[src/rtl/core/sha1bsh_pkg.sv]
`timescale 1ns / 1ps
// shared types and constants of the sha-1 byte stream hasher
package sha1bsh_pkg;

	typedef enum logic [1:0] {
		ACT_ABSORB  = 2'd0,
		ACT_FINISH  = 2'd1,
		ACT_RESTART = 2'd2,
		ACT_NONE    = 2'd3
	} action_t;

	typedef logic [4:0][31:0] chain_t;

	typedef struct packed {
		logic start;
		logic init;
	} rnd_ctl_t;

	localparam logic [31:0] IV0 = 32'h67452301;
	localparam logic [31:0] IV1 = 32'hEFCDAB89;
	localparam logic [31:0] IV2 = 32'h98BADCFE;
	localparam logic [31:0] IV3 = 32'h10325476;
	localparam logic [31:0] IV4 = 32'hC3D2E1F0;

	localparam chain_t CHAIN_INIT = {IV4, IV3, IV2, IV1, IV0};

	localparam logic [31:0] K0 = 32'h5A827999;
	localparam logic [31:0] K1 = 32'h6ED9EBA1;
	localparam logic [31:0] K2 = 32'h8F1BBCDC;
	localparam logic [31:0] K3 = 32'hCA62C1D6;

	localparam logic [7:0] PAD_MARK = 8'h80;

endpackage

[src/rtl/core/sha1_byte_stream_hasher_core.sv]
`timescale 1ns / 1ps
// top level of the sha-1 byte stream hasher: byte packing, padding, digest output
//
// input channel s_*: one beat per item; s_tuser[1:0] is the action (absorb, finish,
// restart), s_tdata[7:0] the message byte for an absorb.
// output channel m_*: one beat per digest word, m_tdata the word (most significant
// word first), m_tuser[2:0] its index, m_tlast high on the fifth word.
// an absorb packs its byte into the block buffer; the byte that completes a 64-byte
// block starts the compression (80 rounds, one per cycle, plus the chaining add),
// during which no input beat is taken. the rounds use the single read port of the
// block buffer for the first 16 schedule words.
// a finish writes the padding and length one byte per cycle into the block buffer
// (in a second 64-byte block as well when the tail does not fit), then compresses
// and sends five beats. restart and reset return the hasher to the initial state.
// a stalled receiver holds the output register; input beats are taken again as
// soon as the last digest word sits in the output register.
module sha1_byte_stream_hasher_core
	import sha1bsh_pkg::*;
(
	input  logic        clk,
	input  logic        arst_n,
	input  logic        s_tvalid,
	output logic        s_tready,
	input  logic [7:0]  s_tdata,   // data_byte
	input  logic [1:0]  s_tuser,   // action
	output logic        m_tvalid,
	input  logic        m_tready,
	output logic [31:0] m_tdata,   // digest_word
	output logic [2:0]  m_tuser,   // word_index
	output logic        m_tlast    // last
);

	typedef enum logic [1:0] {
		T_IDLE,
		T_PAD,
		T_HASH,
		T_EMIT
	} tstate_t;

	tstate_t     state_q, after_q;
	logic [5:0]  fill_q;
	logic [63:0] bits_q;
	logic [23:0] pw_q;
	logic        pad_first_q, extra_q;
	logic [2:0]  idx_q;
	logic        m_tvalid_q, m_tlast_q;
	logic [31:0] m_tdata_q;
	logic [2:0]  m_tuser_q;

	action_t     act;
	logic        s_fire, byte_we, out_load;
	logic [7:0]  byte_val, pad_byte, len_byte;
	rnd_ctl_t    ctl;
	logic        done;
	chain_t      chain;
	logic [3:0]  rd_addr;
	logic [31:0] rd_data;

	assign act      = action_t'(s_tuser);
	assign s_tready = (state_q == T_IDLE);
	assign s_fire   = s_tvalid && s_tready;

	assign len_byte = 8'(bits_q >> {~fill_q[2:0], 3'b000});
	assign pad_byte = pad_first_q ? PAD_MARK :
		((!extra_q && fill_q >= 6'd56) ? len_byte : 8'h00);

	assign byte_we  = (s_fire && act == ACT_ABSORB) || (state_q == T_PAD);
	assign byte_val = (state_q == T_PAD) ? pad_byte : s_tdata;
	assign out_load = (state_q == T_EMIT) && (!m_tvalid_q || m_tready);

	assign ctl.start = byte_we && (fill_q == 6'd63);
	assign ctl.init  = (s_fire && act == ACT_RESTART) || (out_load && idx_q == 3'd4);

	sha1bsh_bmem u_bmem (
		.clk     (clk),
		.wr_en   (byte_we && fill_q[1:0] == 2'b11),
		.wr_addr (fill_q[5:2]),
		.wr_data ({pw_q, byte_val}),
		.rd_addr (rd_addr),
		.rd_data (rd_data)
	);

	sha1bsh_round u_round (
		.clk     (clk),
		.arst_n  (arst_n),
		.ctl     (ctl),
		.rd_data (rd_data),
		.rd_addr (rd_addr),
		.done    (done),
		.chain   (chain)
	);

	always_ff @(posedge clk or negedge arst_n) begin
		if (!arst_n) begin
			state_q     <= T_IDLE;
			after_q     <= T_IDLE;
			fill_q      <= '0;
			bits_q      <= '0;
			pw_q        <= '0;
			pad_first_q <= 1'b0;
			extra_q     <= 1'b0;
			idx_q       <= '0;
			m_tvalid_q  <= 1'b0;
			m_tlast_q   <= 1'b0;
			m_tdata_q   <= '0;
			m_tuser_q   <= '0;
		end else begin
			if (m_tvalid_q && m_tready && !out_load) begin
				m_tvalid_q <= 1'b0;
			end
			if (byte_we) begin
				pw_q   <= {pw_q[15:0], byte_val};
				fill_q <= fill_q + 6'd1;
			end
			unique case (state_q)
				T_IDLE: begin
					if (s_fire) begin
						unique case (act)
							ACT_ABSORB: begin
								bits_q <= bits_q + 64'd8;
								if (fill_q == 6'd63) begin
									state_q <= T_HASH;
									after_q <= T_IDLE;
								end
							end
							ACT_FINISH: begin
								state_q     <= T_PAD;
								pad_first_q <= 1'b1;
								extra_q     <= 1'b0;
							end
							ACT_RESTART: begin
								fill_q <= '0;
								bits_q <= '0;
							end
							default: begin
							end
						endcase
					end
				end
				T_PAD: begin
					pad_first_q <= 1'b0;
					if (fill_q == 6'd63) begin
						extra_q <= 1'b0;
						state_q <= T_HASH;
						after_q <= (!pad_first_q && !extra_q) ? T_EMIT : T_PAD;
						idx_q   <= '0;
					end else if (pad_first_q && fill_q >= 6'd56) begin
						extra_q <= 1'b1;
					end
				end
				T_HASH: begin
					if (done) begin
						state_q <= after_q;
					end
				end
				T_EMIT: begin
					if (out_load) begin
						m_tvalid_q <= 1'b1;
						m_tdata_q  <= chain[idx_q];
						m_tuser_q  <= idx_q;
						m_tlast_q  <= (idx_q == 3'd4);
						idx_q      <= idx_q + 3'd1;
						if (idx_q == 3'd4) begin
							state_q <= T_IDLE;
							bits_q  <= '0;
							fill_q  <= '0;
						end
					end
				end
				default: begin
					state_q <= T_IDLE;
				end
			endcase
		end
	end

	assign m_tvalid = m_tvalid_q;
	assign m_tdata  = m_tdata_q;
	assign m_tuser  = m_tuser_q;
	assign m_tlast  = m_tlast_q;

endmodule

[src/rtl/core/sha1bsh_bmem.sv]
`timescale 1ns / 1ps
// 16 x 32 block buffer, one write port, one registered read port
module sha1bsh_bmem
	import sha1bsh_pkg::*;
(
	input  logic        clk,
	input  logic        wr_en,
	input  logic [3:0]  wr_addr,
	input  logic [31:0] wr_data,
	input  logic [3:0]  rd_addr,
	output logic [31:0] rd_data
);

	logic [31:0] mem [16];

	always_ff @(posedge clk) begin
		if (wr_en) begin
			mem[wr_addr] <= wr_data;
		end
		rd_data <= mem[rd_addr];
	end

endmodule

[src/rtl/core/sha1bsh_round.sv]
`timescale 1ns / 1ps
// sha-1 compression: one round per cycle, message schedule window, chaining words
module sha1bsh_round
	import sha1bsh_pkg::*;
(
	input  logic        clk,
	input  logic        arst_n,
	input  rnd_ctl_t    ctl,
	input  logic [31:0] rd_data,
	output logic [3:0]  rd_addr,
	output logic        done,
	output chain_t      chain
);

	typedef enum logic [1:0] {
		R_IDLE,
		R_RUN,
		R_ADD
	} rstate_t;

	rstate_t     state_q;
	logic [6:0]  rnd_q;
	logic        done_q;
	chain_t      h_q;
	logic [31:0] a_q, b_q, c_q, d_q, e_q;
	logic [31:0] w_q [16];

	logic [31:0] w_new, w_cur, f, k, t;

	assign w_new = {w_q[13][30:0] ^ w_q[8][30:0] ^ w_q[2][30:0] ^ w_q[0][30:0],
		w_q[13][31] ^ w_q[8][31] ^ w_q[2][31] ^ w_q[0][31]};
	assign w_cur = (rnd_q < 7'd16) ? rd_data : w_new;

	always_comb begin
		if (rnd_q < 7'd20) begin
			f = (b_q & c_q) | (~b_q & d_q);
			k = K0;
		end else if (rnd_q < 7'd40) begin
			f = b_q ^ c_q ^ d_q;
			k = K1;
		end else if (rnd_q < 7'd60) begin
			f = (b_q & c_q) | (b_q & d_q) | (c_q & d_q);
			k = K2;
		end else begin
			f = b_q ^ c_q ^ d_q;
			k = K3;
		end
	end

	assign t = {a_q[26:0], a_q[31:27]} + f + e_q + k + w_cur;

	assign rd_addr = (state_q == R_RUN) ? 4'(rnd_q + 7'd1) : 4'd0;
	assign done    = done_q;
	assign chain   = h_q;

	always_ff @(posedge clk or negedge arst_n) begin
		if (!arst_n) begin
			state_q <= R_IDLE;
			rnd_q   <= '0;
			done_q  <= 1'b0;
			h_q     <= CHAIN_INIT;
		end else begin
			done_q <= 1'b0;
			unique case (state_q)
				R_IDLE: begin
					if (ctl.init) begin
						h_q <= CHAIN_INIT;
					end
					if (ctl.start) begin
						state_q <= R_RUN;
						rnd_q   <= '0;
					end
				end
				R_RUN: begin
					rnd_q <= rnd_q + 7'd1;
					if (rnd_q == 7'd79) begin
						state_q <= R_ADD;
					end
				end
				R_ADD: begin
					h_q[0]  <= h_q[0] + a_q;
					h_q[1]  <= h_q[1] + b_q;
					h_q[2]  <= h_q[2] + c_q;
					h_q[3]  <= h_q[3] + d_q;
					h_q[4]  <= h_q[4] + e_q;
					done_q  <= 1'b1;
					state_q <= R_IDLE;
				end
				default: begin
					state_q <= R_IDLE;
				end
			endcase
		end
	end

	always_ff @(posedge clk) begin
		if (ctl.start && state_q == R_IDLE) begin
			a_q <= h_q[0];
			b_q <= h_q[1];
			c_q <= h_q[2];
			d_q <= h_q[3];
			e_q <= h_q[4];
		end else if (state_q == R_RUN) begin
			a_q <= t;
			b_q <= a_q;
			c_q <= {b_q[1:0], b_q[31:2]};
			d_q <= c_q;
			e_q <= d_q;
			for (int i = 0; i < 15; i++) begin
				w_q[i] <= w_q[i + 1];
			end
			w_q[15] <= w_cur;
		end
	end

endmodule

[config.mk]
export PLATFORM = sky130hd
export DESIGN_NAME = sha1_byte_stream_hasher_core
export DESIGN_NICKNAME = d
export VERILOG_FILES = /design/src/rtl/core/sha1bsh_pkg.sv /design/src/rtl/core/sha1_byte_stream_hasher_core.sv /design/src/rtl/core/sha1bsh_bmem.sv /design/src/rtl/core/sha1bsh_round.sv
export SDC_FILE = /design/constraint.sdc
export NUM_CORES = 2
export LEC_CHECK = 0
export ABC_AREA = 0
export BUFFER_PORTS_ARGS = -buffer_cell sky130_fd_sc_hd__buf_2
export CAP_MARGIN = 40
export CORE_MARGIN = 4
export CORE_UTILIZATION = 69
export CTS_CLUSTER_DIAMETER = 60
export DETAILED_ROUTE_END_ITERATION = 8
export PLACE_DENSITY = 0.86
export SYNTH_ARGS = -nofsm -noshare
export SYNTH_HDL_FRONTEND = slang
export SYNTH_SLANG_ARGS = --single-unit
[constraint.sdc]
create_clock -name clk -period 28.8 [get_ports clk]
set_clock_uncertainty 0.15 [all_clocks]
set_input_delay 0 -clock clk [delete_from_list [all_inputs] [get_ports clk]]
set_output_delay 0 -clock clk [all_outputs]
set_load 0.01 [all_outputs]
# Word level (Yosys, flattened, before mapping)
# Memories as Yosys holds them, arrays and structs flattened. A register that Yosys moved wholly into a read port is not among the register bits.
# Index checks and enable logic that the tools add are counted.
[word_totals] reg_bits=470 input_bits=14 latchBits=0 memories=2 rom_bits=0 wordCells=202 ram_bits=1024 out_inout_bits=38
[classes] n_reduce_logical=39 eq_ne=25 mul=0 magnitude_cmp=6 addsub=13 muxes=74 bitwise=17 shifts=1 n_div=0
[memory_table] memory="u_bmem.mem" words=16 word_bits=32 rd=1 rd_ports_with_merged_regs=1 wr=1 line_no="sha1bsh_bmem.sv:14" source="logic [31:0] mem [16];"
[memory_table] memory="u_round.w_q" words=16 word_bits=32 rd=16 rd_ports_with_merged_regs=0 wr=16 line_no="sha1bsh_round.sv:26" source="logic [31:0] w_q [16];"
[ops] operator="$mux 32" n=17
[ops] operator="$pmux 160 s2" n=1
[ops] operator="$add 32x32->32" n=9
[ops] operator="$pmux 64 s2" n=2
[ops] operator="$mux 64" n=3
[ops] operator="$mux 160" n=1
[ops] operator="$and 32x32->32" n=4
[ops] operator="$bmux 32 s3" n=1
[ops] operator="$or 32x32->32" n=3
[ops] operator="$xor 31x31->31" n=3
[ops] operator="$add 64x4->64 const B" n=1
[ops] operator="$shr 64x6->8" n=1
[ops] operator="$xor 32x32->32" n=2
[ops] operator="$not 32->32" n=1
[ops] operator="$mux 31" n=1
[ops] operator="$mux 6" n=5
[ops] operator="$mux 2" n=12
[ops] operator="$mux 8" n=3
[ops] operator="$ne 2x1->1 const B" n=8
[ops] operator="$mux 1" n=15
[ops] operator="$reduce_and 5->1" n=3
[ops] operator="$lt 7x5->1 const B" n=2
[ops] operator="$lt 7x6->1 const B" n=2
[ops] operator="$pmux 7 s2" n=1
[ops] operator="other kinds (30)" n=74

# Longest topological paths before layout
[depth] ltp_word=12 depth_mapped=25

# Cells and area by module
# Synthesis repeated with hierarchy kept, for this count alone.
[hier_totals] hier_cells=5203 area_unflattened_um2=70372.5
[by_module_without_submodules] mod="sha1bsh_round" area_per_inst_um2=42364.4 n_inst=1 seq_area_each_um2=24533.5 cells_per_inst=3513
[by_module_without_submodules] mod="sha1bsh_bmem" area_per_inst_um2=19836.5 n_inst=1 seq_area_each_um2=16015.4 cells_per_inst=838
[by_module_without_submodules] mod="sha1_byte_stream_hasher_core" area_per_inst_um2=8171.6 n_inst=1 seq_area_each_um2=3428.3 cells_per_inst=852

# Worst setup path after synthesis
# Ideal clock, no wire load.
[synth_path] kind="register -> register" startpoint="reg u_round.state_q[1]" endpoint="reg u_bmem.rd_data[26] (read register of u_bmem.mem)" t_arrival_ns=13.687 path_buffers=3 required_time_ns=28.518 path_stages_with_launch=11 setup_slack_ns=14.830 cell_sequence="dfrtp_1 > nand2b_1 > clkbuf_1 > inv_1 > nand2_1 > buf_1 > clkbuf_1 > a211oi_1 > a31oi_1 > a211oi_1 > a21oi_1"
[synth_between] elab_chain_len=2
[synth_rtl] element="start, declared" line_no="sha1bsh_round.sv:21" source="rstate_t state_q;"
[synth_rtl] element="start signal, assigned" line_no="sha1bsh_round.sv:58" source="state_q <= R_IDLE;"
[synth_rtl] element="start signal, assigned" line_no="sha1bsh_round.sv:70" source="state_q <= R_RUN;"
[synth_rtl] element="start signal, assigned" line_no="sha1bsh_round.sv:77" source="state_q <= R_ADD;"
[synth_rtl] element="$eq 2x1->1" line_no="sha1bsh_round.sv:52" source="assign rd_addr = (state_q == R_RUN) ? 4'(rnd_q + 7'd1) : 4'd0;"
[synth_rtl] element="$mux 4" line_no="sha1bsh_round.sv:52"
[synth_rtl] element="end, declared" line_no="sha1bsh_bmem.sv:11" source="output logic [31:0] rd_data"
# No other way between the ends.
# A chain may end at the register's enable or synchronous reset.

# Final worst setup path
[layout_path] startpoint="reg u_round.rnd_q[4]" endpoint="reg u_round.a_q[29], data pin"
[layout_between] elab_chain_len=10
[layout_rtl] element="start, declared" line_no="sha1bsh_round.sv:22" source="logic [6:0] rnd_q;"
[layout_rtl] element="start signal, assigned" line_no="sha1bsh_round.sv:75" source="rnd_q <= rnd_q + 7'd1;"
[layout_rtl] element="$lt 7x6->1" line_no="sha1bsh_round.sv:41" source="end else if (rnd_q < 7'd60) begin"
[layout_rtl] element="$mux 32" line_no="sha1bsh_round.sv:41"
[layout_rtl] element="$mux 32" line_no="sha1bsh_round.sv:38" source="end else if (rnd_q < 7'd40) begin"
[layout_rtl] element="$mux 32" line_no="sha1bsh_round.sv:35" source="if (rnd_q < 7'd20) begin"
[layout_rtl] element="$add 32x32->32 (3 in series)" line_no="sha1bsh_round.sv:50" source="assign t = {a_q[26:0], a_q[31:27]} + f + e_q + k + w_cur;"
[layout_rtl] element="$add 32x32->32 (*)" line_no="sha1bsh_round.sv:50"
[layout_rtl] element="$mux 32 (*)" line_no="sha1bsh_round.sv:103" source="end else if (state_q == R_RUN) begin"
[layout_rtl] element="$mux 32 (*)" line_no="sha1bsh_round.sv:97" source="if (ctl.start && state_q == R_IDLE) begin"
[layout_rtl] element="end signal, assigned" line_no="sha1bsh_round.sv:98" source="a_q <= h_q[0];"
[layout_rtl] element="end signal, assigned" line_no="sha1bsh_round.sv:104" source="a_q <= t;"
[layout_rtl] element="end, declared" line_no="sha1bsh_round.sv:25" source="logic [31:0] a_q, b_q, c_q, d_q, e_q;"
# Every way passes the cells marked *; elsewhere a longest branch is shown, timed or not. The select of a mux whose other input is x is not followed.

==> out/metrics.cfg <==
[worst_hold_path]
hold_end = state_q[1]
hp-start = s_tuser[0]
hold_depth = 5
worst_hold_path_type = in -> reg

[grt]
grt_use_total_pct = 34.27
grt_pass1_vias = 47020
antenna_found_initial = 5
gr-total-overflow = 0
grt_pass1_wl_um = 279900
grt_max_degree = 192

[layout]
layout_common_cells = 1,184 x edfxtp_1, 835 x nand2_1, 297 x nor2_1, 268 x a21oi_1, 246 x o21ai_0
drive_gt1_share_pct = 10.43
fin_nets = 5973
area_growth_pct = 10.73
mostFrequentLayoutCell = edfxtp_1

[detailed_routing]
drt_wl_total_um = 184600
drt_iter0_drc = 6074
drc = 0
detail-route-antenna-nets = 0
routedWlPerCell_um = 25.98
drt_pass1_iterations = 8
vias = 47390
viasPerCell = 6.672

[flow_run]
cap_violations = 0

[yosys]
synth_seq_area_share_pct = 62.10
synthesis.area_sq_um = 70810
yosys.area.top_type_share_pct = 50.21
synth.distinct_cells = 86
synthArstFlopShare_pct = 20.16
ys.flop_type = edfxtp_1
synthCells = 5519
synth_top_area_cell = edfxtp_1
synth_nets = 5887
syn_avg_cell_area_sq_um = 12.83
synth.top_cells.by_area = edfxtp_1 50%, dfrtp_1 8.0%, nand2_1 4.4%
synth-edff-count = 1184
yosysWarnings = 0
ys_ff_latch = 1523

[clocking]
root_buffer = clkbuf_16
numCtsBuffers = 153
htreeDepth = 4
cts_tree = done
clkTransAtPathRegs_ns = 0.06
insertion_delay_ns = 0.77
postCtsSetupBuffers = 0
clock_tree.buffer_depth = 3
cts.sinks = 1523

[setup_path]
critPathKind = reg -> reg
r2r_cells = 22
required_ns = 29.10
endpoint_kind = flop
cp_max_fo = 22
critPathLaunchType = flop
r2r-start = u_round.rnd_q[4]
cp.arrival_ns = 7.39
r2r_end = u_round.a_q[29]
r2r_slack_ns = 21.72
crit_start = u_round.rnd_q[4]

[timing]
fin_setup_tns_ns = 0
fin_crit_ns = 7.083
rsz0062_at_grt = no
finalCritPeriodShare_pct = 24.59
fmax_mhz = 141.2
hold_viol = 0
maxSlewHeadroom_pct = 28.19
setup_violations = 0
tightest_slew_ns = 1.068
slew_violations = 0

[floorplanning]
coreArea_sq_um = 101900
dieArea_sq_um = 107800
io_pins = 52
fp.dieH_um = 328.4
start_util_pct = 69.50
row_count = 117
die_w_um = 328.4

[placed_design]
io_buffers = 51
hpwl_um = 114800
routabilityCongestion = 0.9529

[status]
outcome = complete, no violations

-- worst max-delay path: stages, from the launching register on --
cell and delay [ns]:
dfrtp_1 0.49, a41oi_1 0.59, nand2_1 0.18, nand2_1 0.46, buf_4 0.39, o21ai_0 0.17
fa_1 0.55, inv_1 0.05, fa_1 0.49, inv_1 0.05, fa_1 0.48, inv_1 0.04
ha_1 0.33, and3_1 0.22, a221oi_1 0.28, o21ai_1 0.15, a41oi_2 0.25, nor3b_1 0.10
a2111oi_2 0.47, o21ai_1 0.24, a221oi_1 0.37, xor2_1 0.18, o21ai_1 0.07
-- state kept, by name, summed over array words and instances (netlist names), 24 cells and up --
register        count
m_tdata            32
u_round.b_q        32
bits_q             61
u_round.d_q        32
u_round.a_q        32
u_round.c_q        32
u_round.chain     160
u_round.w_q       512
u_bmem.rd_data     32
u_bmem.mem        512
u_round.e_q        32
pw_q               24
-- layer usage --
layer | global-route usage, % | up-vias | share of wire, %
met3 | 7.587 | 649 | 11
met1 | 45.86 | 23300 | 37
met4 | 16.48 | 0 | 5.2
met2 | 54.16 | 3192 | 47
li1 | - | 20250 | -
met5 | 0 | - | 0
-- cell type report --
class / count / area, sq um
fillers: 5760 / 23480
well taps: 1368 / 1712
inverters: 247 / 940.9
diodes: 1 / 2.502
flip-flops and latches: 1523 / 43980
clock buffers: 210 / 4309
multi-input cells: 3524 / 25250
clock inverters: 74 / 869.6
repair buffers: 156 / 1339
-- worst max-delay path by stage --
stage / end / slack, ns
after floorplan: u_bmem.rd_data[26] / 14.83
after global placement: u_round.a_q[30] / 21.99
after detailed placement: u_round.a_q[29] / 21.74
after CTS: u_round.a_q[29] / 21.72
after global routing: u_round.a_q[29] / 21.36
final: u_round.a_q[29] / 21.72
-- synthesized netlist by cell type (14+ instances only) --
| cell type | n |
|---|---|
| a211oi_1 | 118 |
| a21o_1 | 81 |
| a21oi_1 | 270 |
| a22o_1 | 17 |
| a22oi_1 | 37 |
| a311oi_1 | 32 |
| a31oi_1 | 62 |
| and2_1 | 17 |
| and3_1 | 44 |
| buf_1 | 17 |
| clkbuf_1 | 201 |
| dfrtp_1 | 227 |
| dfstp_2 | 80 |
| dfxtp_1 | 32 |
| edfxtp_1 | 1184 |
| fa_1 | 124 |
| ha_1 | 230 |
| inv_1 | 246 |
| mux2i_1 | 143 |
| mux4_2 | 77 |
| nand2_1 | 837 |
| nand2b_1 | 41 |
| nand3_1 | 67 |
| nand4_1 | 23 |
| nor2_1 | 314 |
| nor2b_1 | 103 |
| nor3_1 | 42 |
| o21a_1 | 26 |
| o21ai_0 | 247 |
| o21bai_1 | 33 |
| o31ai_1 | 20 |
| o32ai_1 | 14 |
| or3_1 | 25 |
| xnor2_1 | 188 |
| xor2_1 | 114 |
-- through the flow --
step	utilization [%]	hold slack, ns	area (sq um)	cells	worst slack [ns]
floorplan	-	-0.4456	70810	5519	14.83
global placement	71.35	-0.08811	72690	6780	21.99
detailed placement	71.67	-0.09622	73020	6799	21.74
CTS	76.95	0.08231	78400	7101	21.72
global route	76.95	0.1374	78410	7102	21.36
finish	76.96	0.1614	78410	7103	21.72
-- kinds of logic (layout without fill, tap and decap cells) --
| family | Yosys count | count (layout) | synth area share (%) |
|---|---|---|---|
| and+or+nand+nor | 1561 | 1561 | 9.685 |
| DFF | 1523 | 1523 | 62.10 |
| AOI/OAI and AO/OA | 1084 | 1084 | 9.867 |
| buffers and inverters | 472 | 687 | 2.521 |
| adders and majority gates | 354 | 354 | 7.570 |
| xor gates and xnor gates | 302 | 302 | 3.735 |
| muxes | 223 | 223 | 4.518 |
| other | 0 | 1 | 0 |
-- timing repair --
action | 4_1_cts | 5_1_grt
endpoints found under the setup margin | 0 | 0
gates resized for setup | 0 | 0
endpoints found under the hold margin | 358 | 0
hold buffers | 18 | 0
Power is left out: the tool's default activity adds up to more than one toggle a clock period on the data nets, which glitch-free logic cannot reach.
